**src/sv/bbt_pkg.sv**
```systemverilog
// ----------------------------------------------------------------------------
// bbt_pkg: shared types and constants for the beat interval BPM tracker
// Widths, reset values, register indexes and the sequencer state type.
// ----------------------------------------------------------------------------
package bbt_pkg;

    // field widths
    localparam int TS_W     = 32;
    localparam int LIM_W    = 12;
    localparam int RING_W   = 12;
    localparam int VAL_W    = 16;
    localparam int APB_DW   = 32;
    localparam int APB_AW   = 3;

    // serial subtractor: one digit per cycle
    localparam int DIGIT_W   = 4;
    localparam int SUB_STEPS = TS_W / DIGIT_W;
    localparam int SUB_CNT_W = $clog2(SUB_STEPS);

    // serial divider: one quotient bit per cycle
    localparam int DIV_W     = VAL_W;
    localparam int DIV_CNT_W = $clog2(DIV_W);

    // reset values and fixed constants
    localparam int WINDOW_LEN_DEF = 10;
    localparam logic [LIM_W-1:0]  LOW_RESET      = LIM_W'(300);
    localparam logic [LIM_W-1:0]  HIGH_RESET     = LIM_W'(2000);
    localparam logic [RING_W-1:0] START_INTERVAL = RING_W'(1000);
    localparam logic [VAL_W-1:0]  MS_PER_MINUTE  = VAL_W'(60000);

    // register indexes (address bit 2 selects the register)
    localparam logic REG_LOW  = 1'b0;
    localparam logic REG_HIGH = 1'b1;

    // sequencer states
    typedef enum logic [2:0] {
        ST_IDLE,
        ST_SUB,
        ST_CHECK,
        ST_AVG,
        ST_RATE,
        ST_RANGE,
        ST_DONE
    } bbt_state_t;

endpackage

```
**src/sv/beat_interval_bpm_tracker.sv**
```systemverilog
// ----------------------------------------------------------------------------
// beat_interval_bpm_tracker: rolling-average heart rate from pulse edges
// Measures beat intervals, keeps a ring of recent ones and reports BPM.
// ----------------------------------------------------------------------------
// Input items (in_valid / in_stall / edge_time_ms) carry one pulse edge each;
// the output channel (out_valid / out_stall / result fields) returns exactly
// one result item per input item, in order. The APB port sets the low and
// high interval limits (addresses 0 and 4); write them only while idle.
// One item at a time: in_stall is high while an item is in work. Each item
// goes through the 4-bit serial subtractor (8 steps); a rejected interval
// then goes to the output register, an accepted one first through the
// shared 1-bit serial divider, for the average and then for the rate (16
// steps each; the rate step is skipped when the average is zero). Reset
// loads every ring entry with 1000 ms, the total with 1000 * WINDOW_LEN and
// clears rate, min, max and the previous edge time. A stalled result holds
// in the output register; the next item may be worked meanwhile, then the
// sequencer waits with it until the register frees.
// ----------------------------------------------------------------------------
module beat_interval_bpm_tracker
    import bbt_pkg::*;
#(
    parameter int WINDOW_LEN = WINDOW_LEN_DEF
)
(
    input  logic              clk,
    input  logic              rst_n,
    // input items
    input  logic              in_valid,
    output logic              in_stall,
    input  logic [TS_W-1:0]   edge_time_ms,
    // result items
    output logic              out_valid,
    input  logic              out_stall,
    output logic              accepted,
    output logic [VAL_W-1:0]  interval_ms,
    output logic [VAL_W-1:0]  bpm,
    output logic [VAL_W-1:0]  bpm_min,
    output logic [VAL_W-1:0]  bpm_max,
    output logic              min_changed,
    output logic              max_changed,
    // configuration
    input  logic              psel,
    input  logic              penable,
    input  logic              pwrite,
    input  logic [APB_AW-1:0] paddr,
    input  logic [APB_DW-1:0] pwdata,
    output logic [APB_DW-1:0] prdata,
    output logic              pready
);

    localparam int SLOT_W = (WINDOW_LEN > 1) ? $clog2(WINDOW_LEN) : 1;
    localparam logic [VAL_W-1:0] TOTAL_RESET = VAL_W'(WINDOW_LEN * 1000);

    // configuration registers
    logic [LIM_W-1:0] low_reg;
    logic [LIM_W-1:0] high_reg;

    // tracker state
    bbt_state_t        state_reg;
    bbt_state_t        state_next;
    logic [TS_W-1:0]   prev_reg;
    logic [RING_W-1:0] ring_reg [WINDOW_LEN];
    logic [SLOT_W-1:0] slot_reg;
    logic [VAL_W-1:0]  total_reg;
    logic [VAL_W-1:0]  total_next;
    logic [VAL_W-1:0]  bpm_reg;
    logic [VAL_W-1:0]  min_reg;
    logic [VAL_W-1:0]  max_reg;
    logic              cal_reg;
    logic              acc_reg;
    logic              minc_reg;
    logic              maxc_reg;

    // output register
    logic              out_valid_reg;
    logic              o_acc_reg;
    logic [VAL_W-1:0]  o_int_reg;
    logic [VAL_W-1:0]  o_bpm_reg;
    logic [VAL_W-1:0]  o_min_reg;
    logic [VAL_W-1:0]  o_max_reg;
    logic              o_minc_reg;
    logic              o_maxc_reg;

    // arithmetic units
    logic              sub_start;
    logic              sub_done;
    logic [TS_W-1:0]   interval;
    logic              div_start;
    logic [DIV_W-1:0]  div_dvd;
    logic [DIV_W-1:0]  div_dvs;
    logic              div_done;
    logic [DIV_W-1:0]  div_quo;

    logic              in_band;
    logic              out_free;
    logic [VAL_W-1:0]  int_sat;

    bbt_sub_serial u_sub (
        .clk        (clk),
        .rst_n      (rst_n),
        .start      (sub_start),
        .minuend    (edge_time_ms),
        .subtrahend (prev_reg),
        .done       (sub_done),
        .diff       (interval)
    );

    bbt_div_serial u_div (
        .clk      (clk),
        .rst_n    (rst_n),
        .start    (div_start),
        .dividend (div_dvd),
        .divisor  (div_dvs),
        .done     (div_done),
        .quotient (div_quo)
    );

    // APB register access
    assign pready = 1'b1;
    assign prdata = (paddr[2] == REG_HIGH) ? APB_DW'(high_reg) : APB_DW'(low_reg);

    always_ff @(posedge clk or negedge rst_n)
    begin
        if (!rst_n)
        begin
            low_reg  <= LOW_RESET;
            high_reg <= HIGH_RESET;
        end
        else if (psel && penable && pwrite && pready)
        begin
            if (paddr[2] == REG_LOW)
                low_reg <= pwdata[LIM_W-1:0];
            else
                high_reg <= pwdata[LIM_W-1:0];
        end
    end

    // interval checks
    assign in_band  = (interval > TS_W'(low_reg)) && (interval < TS_W'(high_reg));
    assign int_sat  = (|interval[TS_W-1:VAL_W]) ? {VAL_W{1'b1}} : interval[VAL_W-1:0];
    assign total_next = total_reg - VAL_W'(ring_reg[slot_reg]) + interval[VAL_W-1:0];
    assign out_free = !out_valid_reg || !out_stall;

    // sequencer state register
    always_ff @(posedge clk or negedge rst_n)
    begin
        if (!rst_n)
            state_reg <= ST_IDLE;
        else
            state_reg <= state_next;
    end

    // sequencer next state and unit starts
    always_comb
    begin
        state_next = state_reg;
        sub_start  = 1'b0;
        div_start  = 1'b0;
        div_dvd    = total_next;
        div_dvs    = VAL_W'(WINDOW_LEN);
        unique case (state_reg)
            ST_IDLE:
            begin
                if (in_valid)
                begin
                    sub_start  = 1'b1;
                    state_next = ST_SUB;
                end
            end
            ST_SUB:
            begin
                if (sub_done)
                    state_next = ST_CHECK;
            end
            ST_CHECK:
            begin
                if (in_band)
                begin
                    div_start  = 1'b1;
                    state_next = ST_AVG;
                end
                else
                    state_next = ST_DONE;
            end
            ST_AVG:
            begin
                if (div_done)
                begin
                    if (div_quo == '0)
                        state_next = ST_RANGE;
                    else
                    begin
                        div_start  = 1'b1;
                        div_dvd    = MS_PER_MINUTE;
                        div_dvs    = div_quo;
                        state_next = ST_RATE;
                    end
                end
            end
            ST_RATE:
            begin
                if (div_done)
                    state_next = ST_RANGE;
            end
            ST_RANGE:
            begin
                state_next = ST_DONE;
            end
            ST_DONE:
            begin
                if (out_free)
                    state_next = ST_IDLE;
            end
            default:
            begin
                state_next = ST_IDLE;
            end
        endcase
    end

    assign in_stall = (state_reg != ST_IDLE);

    // tracker state updates
    always_ff @(posedge clk or negedge rst_n)
    begin
        if (!rst_n)
        begin
            prev_reg  <= '0;
            for (int i = 0; i < WINDOW_LEN; i++)
                ring_reg[i] <= START_INTERVAL;
            slot_reg  <= '0;
            total_reg <= TOTAL_RESET;
            bpm_reg   <= '0;
            min_reg   <= '0;
            max_reg   <= '0;
            cal_reg   <= 1'b0;
            acc_reg   <= 1'b0;
            minc_reg  <= 1'b0;
            maxc_reg  <= 1'b0;
        end
        else
        begin
            unique case (state_reg)
                ST_IDLE:
                begin
                    if (in_valid)
                    begin
                        prev_reg <= edge_time_ms;
                        acc_reg  <= 1'b0;
                        minc_reg <= 1'b0;
                        maxc_reg <= 1'b0;
                    end
                end
                ST_CHECK:
                begin
                    if (in_band)
                    begin
                        acc_reg            <= 1'b1;
                        total_reg          <= total_next;
                        ring_reg[slot_reg] <= interval[RING_W-1:0];
                        if (slot_reg == SLOT_W'(WINDOW_LEN - 1))
                            slot_reg <= '0;
                        else
                            slot_reg <= slot_reg + 1'b1;
                    end
                end
                ST_AVG:
                begin
                    // zero average gives zero rate
                    if (div_done && (div_quo == '0))
                        bpm_reg <= '0;
                end
                ST_RATE:
                begin
                    if (div_done)
                        bpm_reg <= div_quo;
                end
                ST_RANGE:
                begin
                    // first positive rate calibrates both the minimum and the maximum
                    if (bpm_reg != '0)
                    begin
                        if (!cal_reg)
                        begin
                            min_reg  <= bpm_reg;
                            max_reg  <= bpm_reg;
                            cal_reg  <= 1'b1;
                            minc_reg <= 1'b1;
                            maxc_reg <= 1'b1;
                        end
                        else
                        begin
                            if (bpm_reg > max_reg)
                            begin
                                max_reg  <= bpm_reg;
                                maxc_reg <= 1'b1;
                            end
                            if (bpm_reg < min_reg)
                            begin
                                min_reg  <= bpm_reg;
                                minc_reg <= 1'b1;
                            end
                        end
                    end
                end
                default:
                begin
                end
            endcase
        end
    end

    // output register valid
    always_ff @(posedge clk or negedge rst_n)
    begin
        if (!rst_n)
            out_valid_reg <= 1'b0;
        else if ((state_reg == ST_DONE) && out_free)
            out_valid_reg <= 1'b1;
        else if (!out_stall)
            out_valid_reg <= 1'b0;
    end

    // output register payload
    always_ff @(posedge clk)
    begin
        if ((state_reg == ST_DONE) && out_free)
        begin
            o_acc_reg  <= acc_reg;
            o_int_reg  <= int_sat;
            o_bpm_reg  <= bpm_reg;
            o_min_reg  <= min_reg;
            o_max_reg  <= max_reg;
            o_minc_reg <= minc_reg;
            o_maxc_reg <= maxc_reg;
        end
    end

    assign out_valid   = out_valid_reg;
    assign accepted    = o_acc_reg;
    assign interval_ms = o_int_reg;
    assign bpm         = o_bpm_reg;
    assign bpm_min     = o_min_reg;
    assign bpm_max     = o_max_reg;
    assign min_changed = o_minc_reg;
    assign max_changed = o_maxc_reg;

endmodule

```
**src/sv/bbt_sub_serial.sv**
```systemverilog
// ----------------------------------------------------------------------------
// bbt_sub_serial: digit-serial 32-bit subtractor
// Computes minuend - subtrahend modulo 2^32, one digit per cycle, LSB first.
// ----------------------------------------------------------------------------
module bbt_sub_serial
    import bbt_pkg::*;
(
    input  logic            clk,
    input  logic            rst_n,
    input  logic            start,
    input  logic [TS_W-1:0] minuend,
    input  logic [TS_W-1:0] subtrahend,
    output logic            done,
    output logic [TS_W-1:0] diff
);

    logic [TS_W-1:0]      a_reg;
    logic [TS_W-1:0]      b_reg;
    logic [TS_W-1:0]      d_reg;
    logic                 borrow_reg;
    logic [SUB_CNT_W-1:0] cnt_reg;
    logic                 run_reg;
    logic                 done_reg;
    logic [DIGIT_W:0]     digit_sum;

    // one digit of a - b with borrow, as a + ~b + carry
    assign digit_sum = {1'b0, a_reg[DIGIT_W-1:0]} + {1'b0, ~b_reg[DIGIT_W-1:0]}
                     + (DIGIT_W+1)'(!borrow_reg);

    // control
    always_ff @(posedge clk or negedge rst_n)
    begin
        if (!rst_n)
        begin
            run_reg  <= 1'b0;
            done_reg <= 1'b0;
            cnt_reg  <= '0;
        end
        else
        begin
            done_reg <= 1'b0;
            if (start)
            begin
                run_reg <= 1'b1;
                cnt_reg <= '0;
            end
            else if (run_reg)
            begin
                cnt_reg <= cnt_reg + 1'b1;
                if (cnt_reg == SUB_CNT_W'(SUB_STEPS - 1))
                begin
                    run_reg  <= 1'b0;
                    done_reg <= 1'b1;
                end
            end
        end
    end

    // operand and result shift registers
    always_ff @(posedge clk)
    begin
        if (start)
        begin
            a_reg      <= minuend;
            b_reg      <= subtrahend;
            borrow_reg <= 1'b0;
        end
        else if (run_reg)
        begin
            a_reg      <= a_reg >> DIGIT_W;
            b_reg      <= b_reg >> DIGIT_W;
            d_reg      <= {digit_sum[DIGIT_W-1:0], d_reg[TS_W-1:DIGIT_W]};
            borrow_reg <= !digit_sum[DIGIT_W];
        end
    end

    assign done = done_reg;
    assign diff = d_reg;

endmodule

```
**src/sv/bbt_div_serial.sv**
```systemverilog
// ----------------------------------------------------------------------------
// bbt_div_serial: bit-serial restoring divider
// 16-bit unsigned quotient, one bit per cycle; divisor must be nonzero.
// ----------------------------------------------------------------------------
module bbt_div_serial
    import bbt_pkg::*;
(
    input  logic             clk,
    input  logic             rst_n,
    input  logic             start,
    input  logic [DIV_W-1:0] dividend,
    input  logic [DIV_W-1:0] divisor,
    output logic             done,
    output logic [DIV_W-1:0] quotient
);

    logic [DIV_W-1:0]     q_reg;
    logic [DIV_W-1:0]     r_reg;
    logic [DIV_W-1:0]     d_reg;
    logic [DIV_CNT_W-1:0] cnt_reg;
    logic                 run_reg;
    logic                 done_reg;
    logic [DIV_W:0]       shifted;
    logic [DIV_W:0]       trial;

    // shift in the next dividend bit and try the subtract
    assign shifted = {r_reg, q_reg[DIV_W-1]};
    assign trial   = shifted - {1'b0, d_reg};

    // control
    always_ff @(posedge clk or negedge rst_n)
    begin
        if (!rst_n)
        begin
            run_reg  <= 1'b0;
            done_reg <= 1'b0;
            cnt_reg  <= '0;
        end
        else
        begin
            done_reg <= 1'b0;
            if (start)
            begin
                run_reg <= 1'b1;
                cnt_reg <= '0;
            end
            else if (run_reg)
            begin
                cnt_reg <= cnt_reg + 1'b1;
                if (cnt_reg == DIV_CNT_W'(DIV_W - 1))
                begin
                    run_reg  <= 1'b0;
                    done_reg <= 1'b1;
                end
            end
        end
    end

    // remainder / quotient shift
    always_ff @(posedge clk)
    begin
        if (start)
        begin
            q_reg <= dividend;
            r_reg <= '0;
            d_reg <= divisor;
        end
        else if (run_reg)
        begin
            if (!trial[DIV_W])
            begin
                r_reg <= trial[DIV_W-1:0];
                q_reg <= {q_reg[DIV_W-2:0], 1'b1};
            end
            else
            begin
                r_reg <= shifted[DIV_W-1:0];
                q_reg <= {q_reg[DIV_W-2:0], 1'b0};
            end
        end
    end

    assign done     = done_reg;
    assign quotient = q_reg;

endmodule

```
**config.mk**
```make
export PLATFORM = sky130hd
export DESIGN_NAME = beat_interval_bpm_tracker
export DESIGN_NICKNAME = d
export VERILOG_FILES = /design/src/sv/bbt_pkg.sv /design/src/sv/beat_interval_bpm_tracker.sv /design/src/sv/bbt_sub_serial.sv /design/src/sv/bbt_div_serial.sv
export SDC_FILE = /design/constraint.sdc
export NUM_CORES = 1
export LEC_CHECK = 0
export ABC_AREA = 0
export BUFFER_PORTS_ARGS = -buffer_cell sky130_fd_sc_hd__buf_2
export CAP_MARGIN = 20
export CORE_MARGIN = 1.5
export CORE_UTILIZATION = 41
export DETAILED_ROUTE_END_ITERATION = 10
export HOLD_SLACK_MARGIN = 0.06
export PLACE_DENSITY = 0.58
export SLEW_MARGIN = 20
export SYNTH_ARGS = -nofsm -noshare
export SYNTH_HDL_FRONTEND = slang
export SYNTH_SLANG_ARGS = --single-unit
```
**constraint.sdc**
```tcl
create_clock -name clk -period 5.2 [get_ports clk]
set_input_delay 0.52 -clock clk [delete_from_list [all_inputs] [get_ports clk]]
set_output_delay 0.52 -clock clk [all_outputs]
set_load 0.02 [all_outputs]
```
==> results.json, run 1 <==
{
  "core_area_mm2": 0.0553,
  "vias": 15160,
  "sw_power_uw": 3740,
  "cellLeakagePower_uw": 0.0118,
  "crit_type": "register to register",
  "final_min_period_over_clock_period_pct": 91.1,
  "setup_slack_ps": 463,
  "gr-usage-met2_pct": 29.3,
  "clockPowerShare_pct": 32.3,
  "grt_first_pass_wirelength_um": 83200,
  "groute.layer.met1.usage_pct": 25.8,
  "routability_congestion_estimate_from_global_placement": 0.823,
  "clock_tree.buffer_depth": 3,
  "setup_total_negative_slack_ps": 0,
  "drt_wl_cell_um": 17.5,
  "h_tree_levels": 2,
  "groute.layer.met3.usage_pct": 2.47,
  "top_usage_layer": "met2",
  "worstHoldPathType": "primary input to register",
  "grt_antenna_before_repair": 0,
  "die-area_mm2": 0.0575,
  "drt_pass1_iterations": 5,
  "die_h_um": 240,
  "design.portCount": 176,
  "synth_area_leaders": "edfxtp_1 25%, dfrtp_1 20%, dfstp_2 8.6%",
  "layoutNonFillerInstCount": 2932,
  "buffer_ports.inserted": 132,
  "synthesis.area_per_instance_um2": 11.4,
  "netlist_instances": 2022,
  "clkTransAtPathRegs_ps": 70,
  "critical_path.n_buffers_inverters": 0,
  "critPathArrivalTime_ps": 5090,
  "synth-seq-area-share_pct": 56.0,
  "worstSetupEndpointType": "register",
  "avgViaCountPerCell": 5.17,
  "grt_pass1_vias": 15185,
  "final_cell_area_mm2": 0.0261,
  "num_antenna_cells": 0,
  "rows": 86,
  "hold_violations": 0,
  "cpMostUsedCell": "o21a_1",
  "final_layout_size_suffix_gt1_share_pct": 20.9,
  "areaGrowthSynthToFinish_pct": 13.5,
  "clock_tree.root_cell": "clkbuf_16",
  "synth_seq_cells": 475,
  "cp_slowest_cell": "dfrtp_2",
  "post-dp-hpwl_um": 34300,
  "drt-total-wl_um": 51500,
  "finish.net_count": 2324,
  "mappedNetlistArea_mm2": 0.0230,
  "worstSkewPairLatency_ps": 610,
  "cp-start-kind": "register",
  "ys.flop_type": "edfxtp_1",
  "synth_warnings": 0,
  "globalRouteTotalUtil_pct": 18.3,
  "drv_slew": 0,
  "cp_slowest_stage_delay_ps": 820,
  "skew_ps": 11.7,
  "gr-total-overflow": 0,
  "critPathTopFamily": "compound AO/OA/AOI/OAI gates",
  "area_share_of_the_largest_cell_type_after_synthesis_pct": 25.5,
  "layout_common_cells": "386 x nand2_1, 195 x edfxtp_1, 187 x dfrtp_1",
  "count_of_antenna_violating_nets_left_after_detailed_routing": 0,
  "power.combinational.fraction_pct": 23.3,
  "placed_area_mm2": 0.0243,
  "total_setup_violations_reported_at_the_end_of_the_flow": 0,
  "drt_drc_violations_left": 0,
  "critical_path.max_fanout": 21,
  "detailedPlace.worstSlack_ps": 397,
  "mostFrequentLayoutCell": "nand2_1",
  "cts_tree": "built",
  "rsz0062_at_grt": "false",
  "yosys.area.top_type": "edfxtp_1",
  "worst-endpoint-required_ps": 5560,
  "peakVddDrop_mv": 0.307,
  "largest_reg_flops": 120,
  "max_slew.worst_pin.slew_ps": 1020,
  "switching_share_pct": 31.9,
  "power_frac_seq_pct": 44.4,
  "power-per-cell-area_mw_per_mm2": 450,
  "die_x_um": 240,
  "post_synth_edffs": 195,
  "outcome": "completed",
  "yosys_cell_types": 86,
  "fmax_ghz": 0.211,
  "hold_ws_ps": 132,
  "grt_max_degree": 116,
  "max-cap-violations": 0,
  "synth-async-reset-ratio_pct": 55.4,
  "tightest_slew_margin_relative_to_the_limit_pct": 32.1,
  "clock-sinks": 475,
  "cts_buf_count": 52,
  "fin_crit_ps": 4740,
  "fill_cells": 5091,
  "drt_iter0_markers": 910,
  "place_inst": 2832,
  "timing.critical_path.cells": "mux4_2 > mux2i_1 > nor2_1 > a221oi_1 > fa_1 > ha_1 > o21a_1 > o21ai_1 > a2111oi_0 > or3_1 > a21oi_1 > xnor2_1 > o21a_1",
  "floorplan.initialDensity_pct": 41.6,
  "internal_power_uw": 8010
}
## Yosys cell counts, drive strengths merged (17+ instances only)
| master | n |
|---|---|
| nand2 | 389 |
| edfxtp | 195 |
| dfrtp | 188 |
| inv | 149 |
| o21ai | 148 |
| ha | 95 |
| mux2 | 87 |
| dfstp | 75 |
| nor2 | 66 |
| buf | 59 |
| clkbuf | 57 |
| a21oi | 46 |
| nand2b | 29 |
| mux2i | 27 |
| a21o | 26 |
| mux4 | 24 |
| xnor2 | 23 |
| nand3b | 22 |
| nand3 | 21 |
| or3 | 20 |
| and4 | 19 |
| a22o | 18 |
| nor3 | 18 |
| and2 | 17 |
| dfxtp | 17 |
## metal layers
layer	vias up	wire length (um)
li1	7289	-
met3	74	2040
met2	274	23900
met1	7523	24300
met5	-	0
met4	0	1170
## layout make-up
cell class | instances | area [um^2] | share of cell area, %
inverter | 149 | 559 | 2.14
multi-input combinational | 1301 | 9060 | 34.7
clock buffer | 66 | 1410 | 5.38
timing repair buffer | 161 | 923 | 3.54
clock inverter | 32 | 357 | 1.37
sequential | 475 | 12900 | 49.3
tap | 748 | 936 | 3.58
## kinds of logic after synthesis
| group | after synthesis | share of synthesized area (%) |
|---|---|---|
| compound gates | 331 | 9.21 |
| mux | 138 | 7.86 |
| other cells | 2 | 0.0326 |
| flops | 475 | 56.0 |
| buf+inv | 265 | 5.16 |
| fa+ha+maj | 110 | 6.47 |
| simple gates | 671 | 14.1 |
| xor+xnor | 30 | 1.22 |
## final timing paths
path | end | slack [ps] | startpoint | cells after the start
setup / recovery | u_div.quotient[14] | 460 | slot_reg[0] | 13
hold / removal | prev_reg[21] | 130 | edge_time_ms[21] | 3
setup reg to reg | u_div.quotient[14] | 460 | slot_reg[0] | 13
hold reg to reg | u_sub.diff[14] | 450 | u_sub.diff[18] | 0
max in group asynchronous | ring_reg[118] | 3240 | rst_n | 3
min in group asynchronous | prev_reg[4] | 590 | rst_n | 2
## what timing repair did
action,in CTS,in global routing
setup buffers,0,0
hold buffers,1,0
gates resized for setup,0,0
hold endpoints to repair,15,0
## per-stage QoR
step	total power, uW	utilization (%)
final	11800	47.2
after global routing	12500	47.2
after CTS	11900	47.2
after detailed placement	8040	44.0
after global placement	7950	44.0
after floorplan	7130	-
## power groups by stage
stage | Clock [uW] | Combinational, uW | Sequential, uW
after CTS | 3880 | 2770 | 5230
after floorplan | 0 | 1970 | 5160
after detailed placement | 0 | 2750 | 5290
after global placement | 0 | 2670 | 5280
final | 3790 | 2740 | 5220
after global routing | 4040 | 3110 | 5310
## worst min-delay path, stage by stage
cell,delay [ps]
buf_2,70
nand2_1,50
nand2_1,60
(Power assumes the default switching activity.)
==> inputs of run 2 (changes only) <==
--- a/config.mk
+++ b/config.mk
@@ -6,7 +6,7 @@
 export NUM_CORES = 1
 export LEC_CHECK = 0
 export ABC_AREA = 0
-export BUFFER_PORTS_ARGS = -buffer_cell sky130_fd_sc_hd__buf_2
+export BUFFER_PORTS_ARGS = -buffer_cell sky130_fd_sc_hd__buf_4
 export CAP_MARGIN = 20
 export CORE_MARGIN = 1.5
 export CORE_UTILIZATION = 41
==> run 2 against run 1 <==
  * Wire length up 0.71%
  * Largest cell class unchanged
  * First-iteration DRC count shrank 6.6%
  * Critical path type unchanged
  * Count of clock-buffer cells in the layout up 3
  * Combinational power barely moved
  * Largest power group unchanged
  * Worst setup slack improved by 120 ps
  * Register-to-register slack gained 120 ps
  * Via count down 0.37%
  * Sequential power is essentially flat
  * Cell area increased by 1.5%
  * Maximum frequency is 2.7% higher
==> results.json, run 2 (synthesis results as in run 1) <==
{
  "power.combinational.fraction_pct": 23.4,
  "routability_congestion_estimate_from_global_placement": 0.849,
  "cellLeakagePower_uw": 0.0119,
  "finish.net_count": 2329,
  "post-cts-setup-buffer-count": 0,
  "cts_buf_count": 52,
  "cp-start-kind": "register",
  "design.portCount": 176,
  "final_cell_area_mm2": 0.0265,
  "buffer_ports.inserted": 132,
  "critPathArrivalTime_ps": 4960,
  "clock_tree.buffer_depth": 3,
  "setup_total_negative_slack_ps": 0,
  "floorplan.initialDensity_pct": 41.6,
  "areaGrowthSynthToFinish_pct": 15.2,
  "placed_area_mm2": 0.0247,
  "fin_crit_ps": 4610,
  "final_layout_size_suffix_gt1_share_pct": 21.2,
  "gr-total-overflow": 0,
  "outcome": "completed",
  "clock_tree.root_cell": "clkbuf_16",
  "h_tree_levels": 2,
  "switching_share_pct": 31.4,
  "max_slew.worst_pin.slew_ps": 1020,
  "crit_type": "register to register",
  "die-area_mm2": 0.0575,
  "die_h_um": 240,
  "drt_iter0_markers": 850,
  "max-cap-violations": 0,
  "register_to_register_path_depth": 13,
  "hold_violations": 0,
  "grt_max_degree": 94,
  "worstSetupEndpointType": "register",
  "tightest_slew_margin_relative_to_the_limit_pct": 31.7,
  "skew_ps": 23.7,
  "holdBufCountCts": 1,
  "critical_path.max_fanout": 18,
  "post-dp-hpwl_um": 34600,
  "die_x_um": 240,
  "hold_path_depth": 3,
  "grt_pass1_vias": 15351,
  "globalRouteTotalUtil_pct": 18.5,
  "num_antenna_cells": 0,
  "clockPowerShare_pct": 32.4,
  "core_area_mm2": 0.0553,
  "worstHoldPathType": "primary input to register",
  "cts_tree": "built",
  "internal_power_uw": 8110,
  "rows": 86,
  "sw_power_uw": 3720,
  "power-per-cell-area_mw_per_mm2": 447,
  "drt-total-wl_um": 51800,
  "grt_first_pass_wirelength_um": 84300,
  "largest_reg_flops": 120,
  "worstSkewPairLatency_ps": 600,
  "total_setup_violations_reported_at_the_end_of_the_flow": 0,
  "post_cts.resized_instances": 0,
  "fmax_ghz": 0.217,
  "worst-endpoint-required_ps": 5550,
  "drt_pass1_iterations": 4,
  "drv_slew": 0,
  "drt_wl_cell_um": 17.6,
  "rsz0062_at_grt": "false",
  "mostFrequentLayoutCell": "nand2_1",
  "grt_antenna_before_repair": 0,
  "clock-sinks": 475,
  "clkTransAtPathRegs_ps": 60,
  "drt_drc_violations_left": 0,
  "peakVddDrop_mv": 0.226,
  "power_frac_seq_pct": 44.2,
  "layout_common_cells": "386 x nand2_1, 195 x edfxtp_1, 187 x dfrtp_1",
  "final_min_period_over_clock_period_pct": 88.7,
  "count_of_antenna_violating_nets_left_after_detailed_routing": 0,
  "avgViaCountPerCell": 5.14,
  "vias": 15104
}
-- run 2: cell count changes in the layout (fill, tap and decap cells not counted) --
cell | before | now
clkbuf_16 | 53 | 54
inv_16 | 2 | 0
clkbuf_8 | 3 | 7
buf_4 | 25 | 162
clkinv_8 | 0 | 1
clkinv_2 | 10 | 9
buf_12 | 2 | 1
clkinv_4 | 3 | 0
clkbuf_1 | 10 | 8
buf_2 | 131 | 0
inv_6 | 0 | 2
-- run 2: area by class of cell --
cell class | instances | area (um^2)
repair buffers | 166 | 1280
fillers | 5112 | 28800
clock inverters | 29 | 319
well taps | 748 | 936
multi-input cells | 1301 | 9060
clock buffers | 69 | 1480
inverters | 149 | 559
flip-flops and latches | 475 | 12900
-- run 2: power by group through the flow --
| stage | Combinational [uW] | Sequential [uW] | Clock, uW |
|---|---|---|---|
| after floorplan | 1970 | 5160 | 0 |
| after global placement | 2700 | 5290 | 0 |
| after detailed placement | 2770 | 5300 | 0 |
| after CTS | 2800 | 5240 | 3930 |
| after global routing | 3170 | 5310 | 4090 |
| final | 2760 | 5240 | 3830 |
-- run 2: critical path, cell delays in order, from the launching register on --
cell and delay, ps:
dfrtp_2 750, mux4_2 590, mux2i_1 290, nor2_1 70
a221oi_1 330, fa_1 480, ha_1 370, o21a_1 170
o21ai_1 110, a2111oi_0 600, or3_1 200, a21oi_1 80
xnor2_1 150, o21a_1 170
-- run 2: final timing paths --
check                                     end  slack, ps        startpoint
setup / recovery           u_div.quotient[14]        590       slot_reg[0]
hold / removal                   prev_reg[20]        140  edge_time_ms[20]
setup reg to reg           u_div.quotient[14]        590       slot_reg[0]
hold reg to reg                u_sub.diff[14]        450    u_sub.diff[18]
max in group asynchronous       ring_reg[118]       3270             rst_n
min in group asynchronous         prev_reg[9]        540             rst_n
-- run 2: layer usage --
layer	global-route usage, %	routed length [um]	vias to the layer above
met5	0	0	-
met4	5.07	1010	0
met3	2.43	1900	66
met2	30.2	24500	268
met1	26.0	24400	7482
li1	-	-	7288
-- run 2: metrics by stage --
| stage | power (uW) | cells | hold slack, ps | utilization (%) | setup WS [ps] |
|---|---|---|---|---|---|
| 4_1_cts | 12000 | 2936 | 106 | 47.9 | 502 |
| 3_5_place_dp | 8070 | 2837 | 434 | 44.6 | 524 |
| 3_3_place_gp | 7990 | 2837 | 435 | 44.6 | 519 |
| 2_1_floorplan | 7130 | 2041 | 224 | - | 611 |
| 6_report | 11800 | 2937 | 138 | 47.9 | 586 |
| 5_1_grt | 12600 | 2937 | 128 | 47.9 | 228 |
==> inputs of run 3 (changes only) <==
--- a/config.mk
+++ b/config.mk
@@ -9,10 +9,11 @@
 export BUFFER_PORTS_ARGS = -buffer_cell sky130_fd_sc_hd__buf_4
 export CAP_MARGIN = 20
 export CORE_MARGIN = 1.5
-export CORE_UTILIZATION = 41
+export CORE_UTILIZATION = 61
 export DETAILED_ROUTE_END_ITERATION = 10
+export GPL_TIMING_DRIVEN = 0
 export HOLD_SLACK_MARGIN = 0.06
-export PLACE_DENSITY = 0.58
+export PLACE_DENSITY = 0.81
 export SLEW_MARGIN = 20
 export SYNTH_ARGS = -nofsm -noshare
 export SYNTH_HDL_FRONTEND = slang
==> run 3 against run 2 <==
  * Utilization grew 24 points
  * Power shrank 1.2%
  * Non-clock buffer count grew 89
  * Critical path depth grew 3
  * Wire length grew 5.2%
  * Sequential power is essentially flat
  * Sequential cell count is the same
  * Clock power shrank 9.9%
  * Critical path type unchanged
==> results.json, run 3 (synthesis results as in run 1) <==
{
  "outcome": "completed",
  "grt_first_pass_wirelength_um": 88400,
  "worstHoldPathType": "primary input to register",
  "fmax_ghz": 0.202,
  "sequential_cell_area_mm2": 0.0129,
  "max-cap-violations": 0,
  "peakVddDrop_mv": 0.449,
  "internal_power_uw": 7910,
  "fill_cells": 2494,
  "avgViaCountPerCell": 5.95,
  "grt_pass1_vias": 16718,
  "worstSkewPairLatency_ps": 590,
  "count_of_antenna_violating_nets_left_after_detailed_routing": 0,
  "die_x_um": 197,
  "drt-total-wl_um": 54500,
  "h_tree_levels": 2,
  "grt_antenna_before_repair": 1,
  "drt_pass1_iterations": 7,
  "cp-start-kind": "register",
  "gr-total-overflow": 0,
  "power.combinational.fraction_pct": 25.9,
  "layoutNonFillerInstCount": 2774,
  "routability_congestion_estimate_from_global_placement": 0.902,
  "drt_iter0_markers": 1487,
  "largest_reg_flops": 120,
  "buffer_ports.inserted": 132,
  "clockPowerShare_pct": 29.5,
  "switching_share_pct": 32.4,
  "multi_input_comb_area_mm2": 0.00904,
  "mostFrequentLayoutCell": "nand2_1",
  "sw_power_uw": 3780,
  "cellLeakagePower_uw": 0.0120,
  "final_min_period_over_clock_period_pct": 95.2,
  "final_util_pct": 71.9,
  "design.portCount": 176,
  "drv_slew": 0,
  "skew_ps": 14.1,
  "drt_wl_cell_um": 19.7,
  "areaGrowthSynthToFinish_pct": 15.2,
  "post-dp-hpwl_um": 37800,
  "die_h_um": 197,
  "grt_max_degree": 95,
  "r2r_setup_slack_ps": 250,
  "power_frac_seq_pct": 44.6,
  "layout_common_cells": "387 x nand2_1, 195 x edfxtp_1, 188 x dfrtp_1",
  "power_uw": 11700,
  "vias": 16505,
  "num_antenna_cells": 0,
  "floorplan.initialDensity_pct": 62.4,
  "critPathArrivalTime_ps": 5270,
  "tightest_slew_margin_relative_to_the_limit_pct": 50.1,
  "clock_tree.buffer_depth": 3,
  "clkTransAtPathRegs_ps": 60,
  "rsz0062_at_grt": "true",
  "core_area_mm2": 0.0369,
  "globalRouteTotalUtil_pct": 29.1,
  "max_slew.worst_pin.slew_ps": 748,
  "crit_type": "register to register",
  "place_inst": 2684,
  "cts_tree": "built",
  "finish.net_count": 2414,
  "total_setup_violations_reported_at_the_end_of_the_flow": 0,
  "worstSetupEndpointType": "register",
  "worst-endpoint-required_ps": 5520,
  "final_layout_size_suffix_gt1_share_pct": 20.6,
  "rows": 70,
  "hold_violations": 0,
  "cts_buf_count": 48,
  "die-area_mm2": 0.0389,
  "fin_crit_ps": 4950,
  "power-per-cell-area_mw_per_mm2": 441,
  "clock_tree.root_cell": "clkbuf_16",
  "critical_path.max_fanout": 10,
  "clock-sinks": 475,
  "drt_drc_violations_left": 0
}
==> run 3: cell count changes in the layout (fill, tap and decap cells not counted), sizes merged <==
cell	previous run	this run
buf	165	196
bufinv	6	2
clkbuf	69	138
clkinv	16	5
clkinvlp	5	3
inv	151	149
==> run 3: routing by layer <==
metal	global-route usage, %	vias to the layer above	routed length [um]
met4	12.6	0	2170
met5	0	-	0
li1	-	7461	-
met1	39.5	8166	22600
met2	47.1	725	26200
met3	4.46	153	3600
==> run 3: worst paths after layout <==
| kind | depth (start not counted) | startpoint | to |
|---|---|---|---|
| min in group asynchronous | 2 | rst_n | prev_reg[5] |
| max | 16 | slot_reg[1] | u_div.quotient[15] |
| min reg2reg | 0 | u_sub.diff[19] | u_sub.diff[15] |
| max in group asynchronous | 4 | rst_n | ring_reg[39] |
| min | 3 | edge_time_ms[6] | prev_reg[6] |
| max reg2reg | 16 | slot_reg[1] | u_div.quotient[15] |
==> run 3: critical path: stages (launching register included) <==
cell and delay, ps:
dfrtp_1 320, clkbuf_1 300, buf_1 560, mux4_2 450, mux2i_1 270, o21ai_0 200
fa_1 520, inv_1 40, ha_1 320, or2_2 280, a21oi_1 330, o21bai_1 280
o211ai_1 130, o211ai_1 160, a21oi_1 150, xnor2_1 270, a21oi_1 120
==> run 3: area by class of cell <==
| cell class | count | share of cell area (%) |
|---|---|---|
| timing repair buffer | 140 | 4.50 |
| clock inverter | 10 | 0.439 |
| inverter | 149 | 2.11 |
| buffer | 115 | 2.38 |
| sequential | 475 | 48.6 |
| tap | 504 | 2.38 |
| multi-input combinational | 1301 | 34.1 |
| clock buffer | 80 | 5.50 |
==> run 3: what timing repair did <==
item	4_1_cts	5_1_grt
setup buffers	0	0
hold endpoints to repair	49	0
hold buffers	1	0
gates resized for setup	4	6
endpoints found under the setup margin	8	13
gates cloned	0	0
==> run 3: power groups by stage <==
stage	clock (uW)	combinational, uW	sequential [uW]
after CTS	3490	3010	5200
final	3450	3030	5210
after global routing	3630	3380	5270
after global placement	0	2690	5270
after detailed placement	0	2930	5250
after floorplan	0	1970	5160
==> run 3: through the flow <==
stage | TNS (ps) | worst slack, ps | instance area [um^2] | hold WS (ps)
after global placement | -66530 | -992 | 24700 | 433
after detailed placement | -1010 | -195 | 24900 | 438
after floorplan | 0 | 611 | 23100 | 224
after CTS | 0 | 28.7 | 26500 | 129
after global routing | -5.49 | -5.49 | 26500 | 147
final | 0 | 251 | 26500 | 144
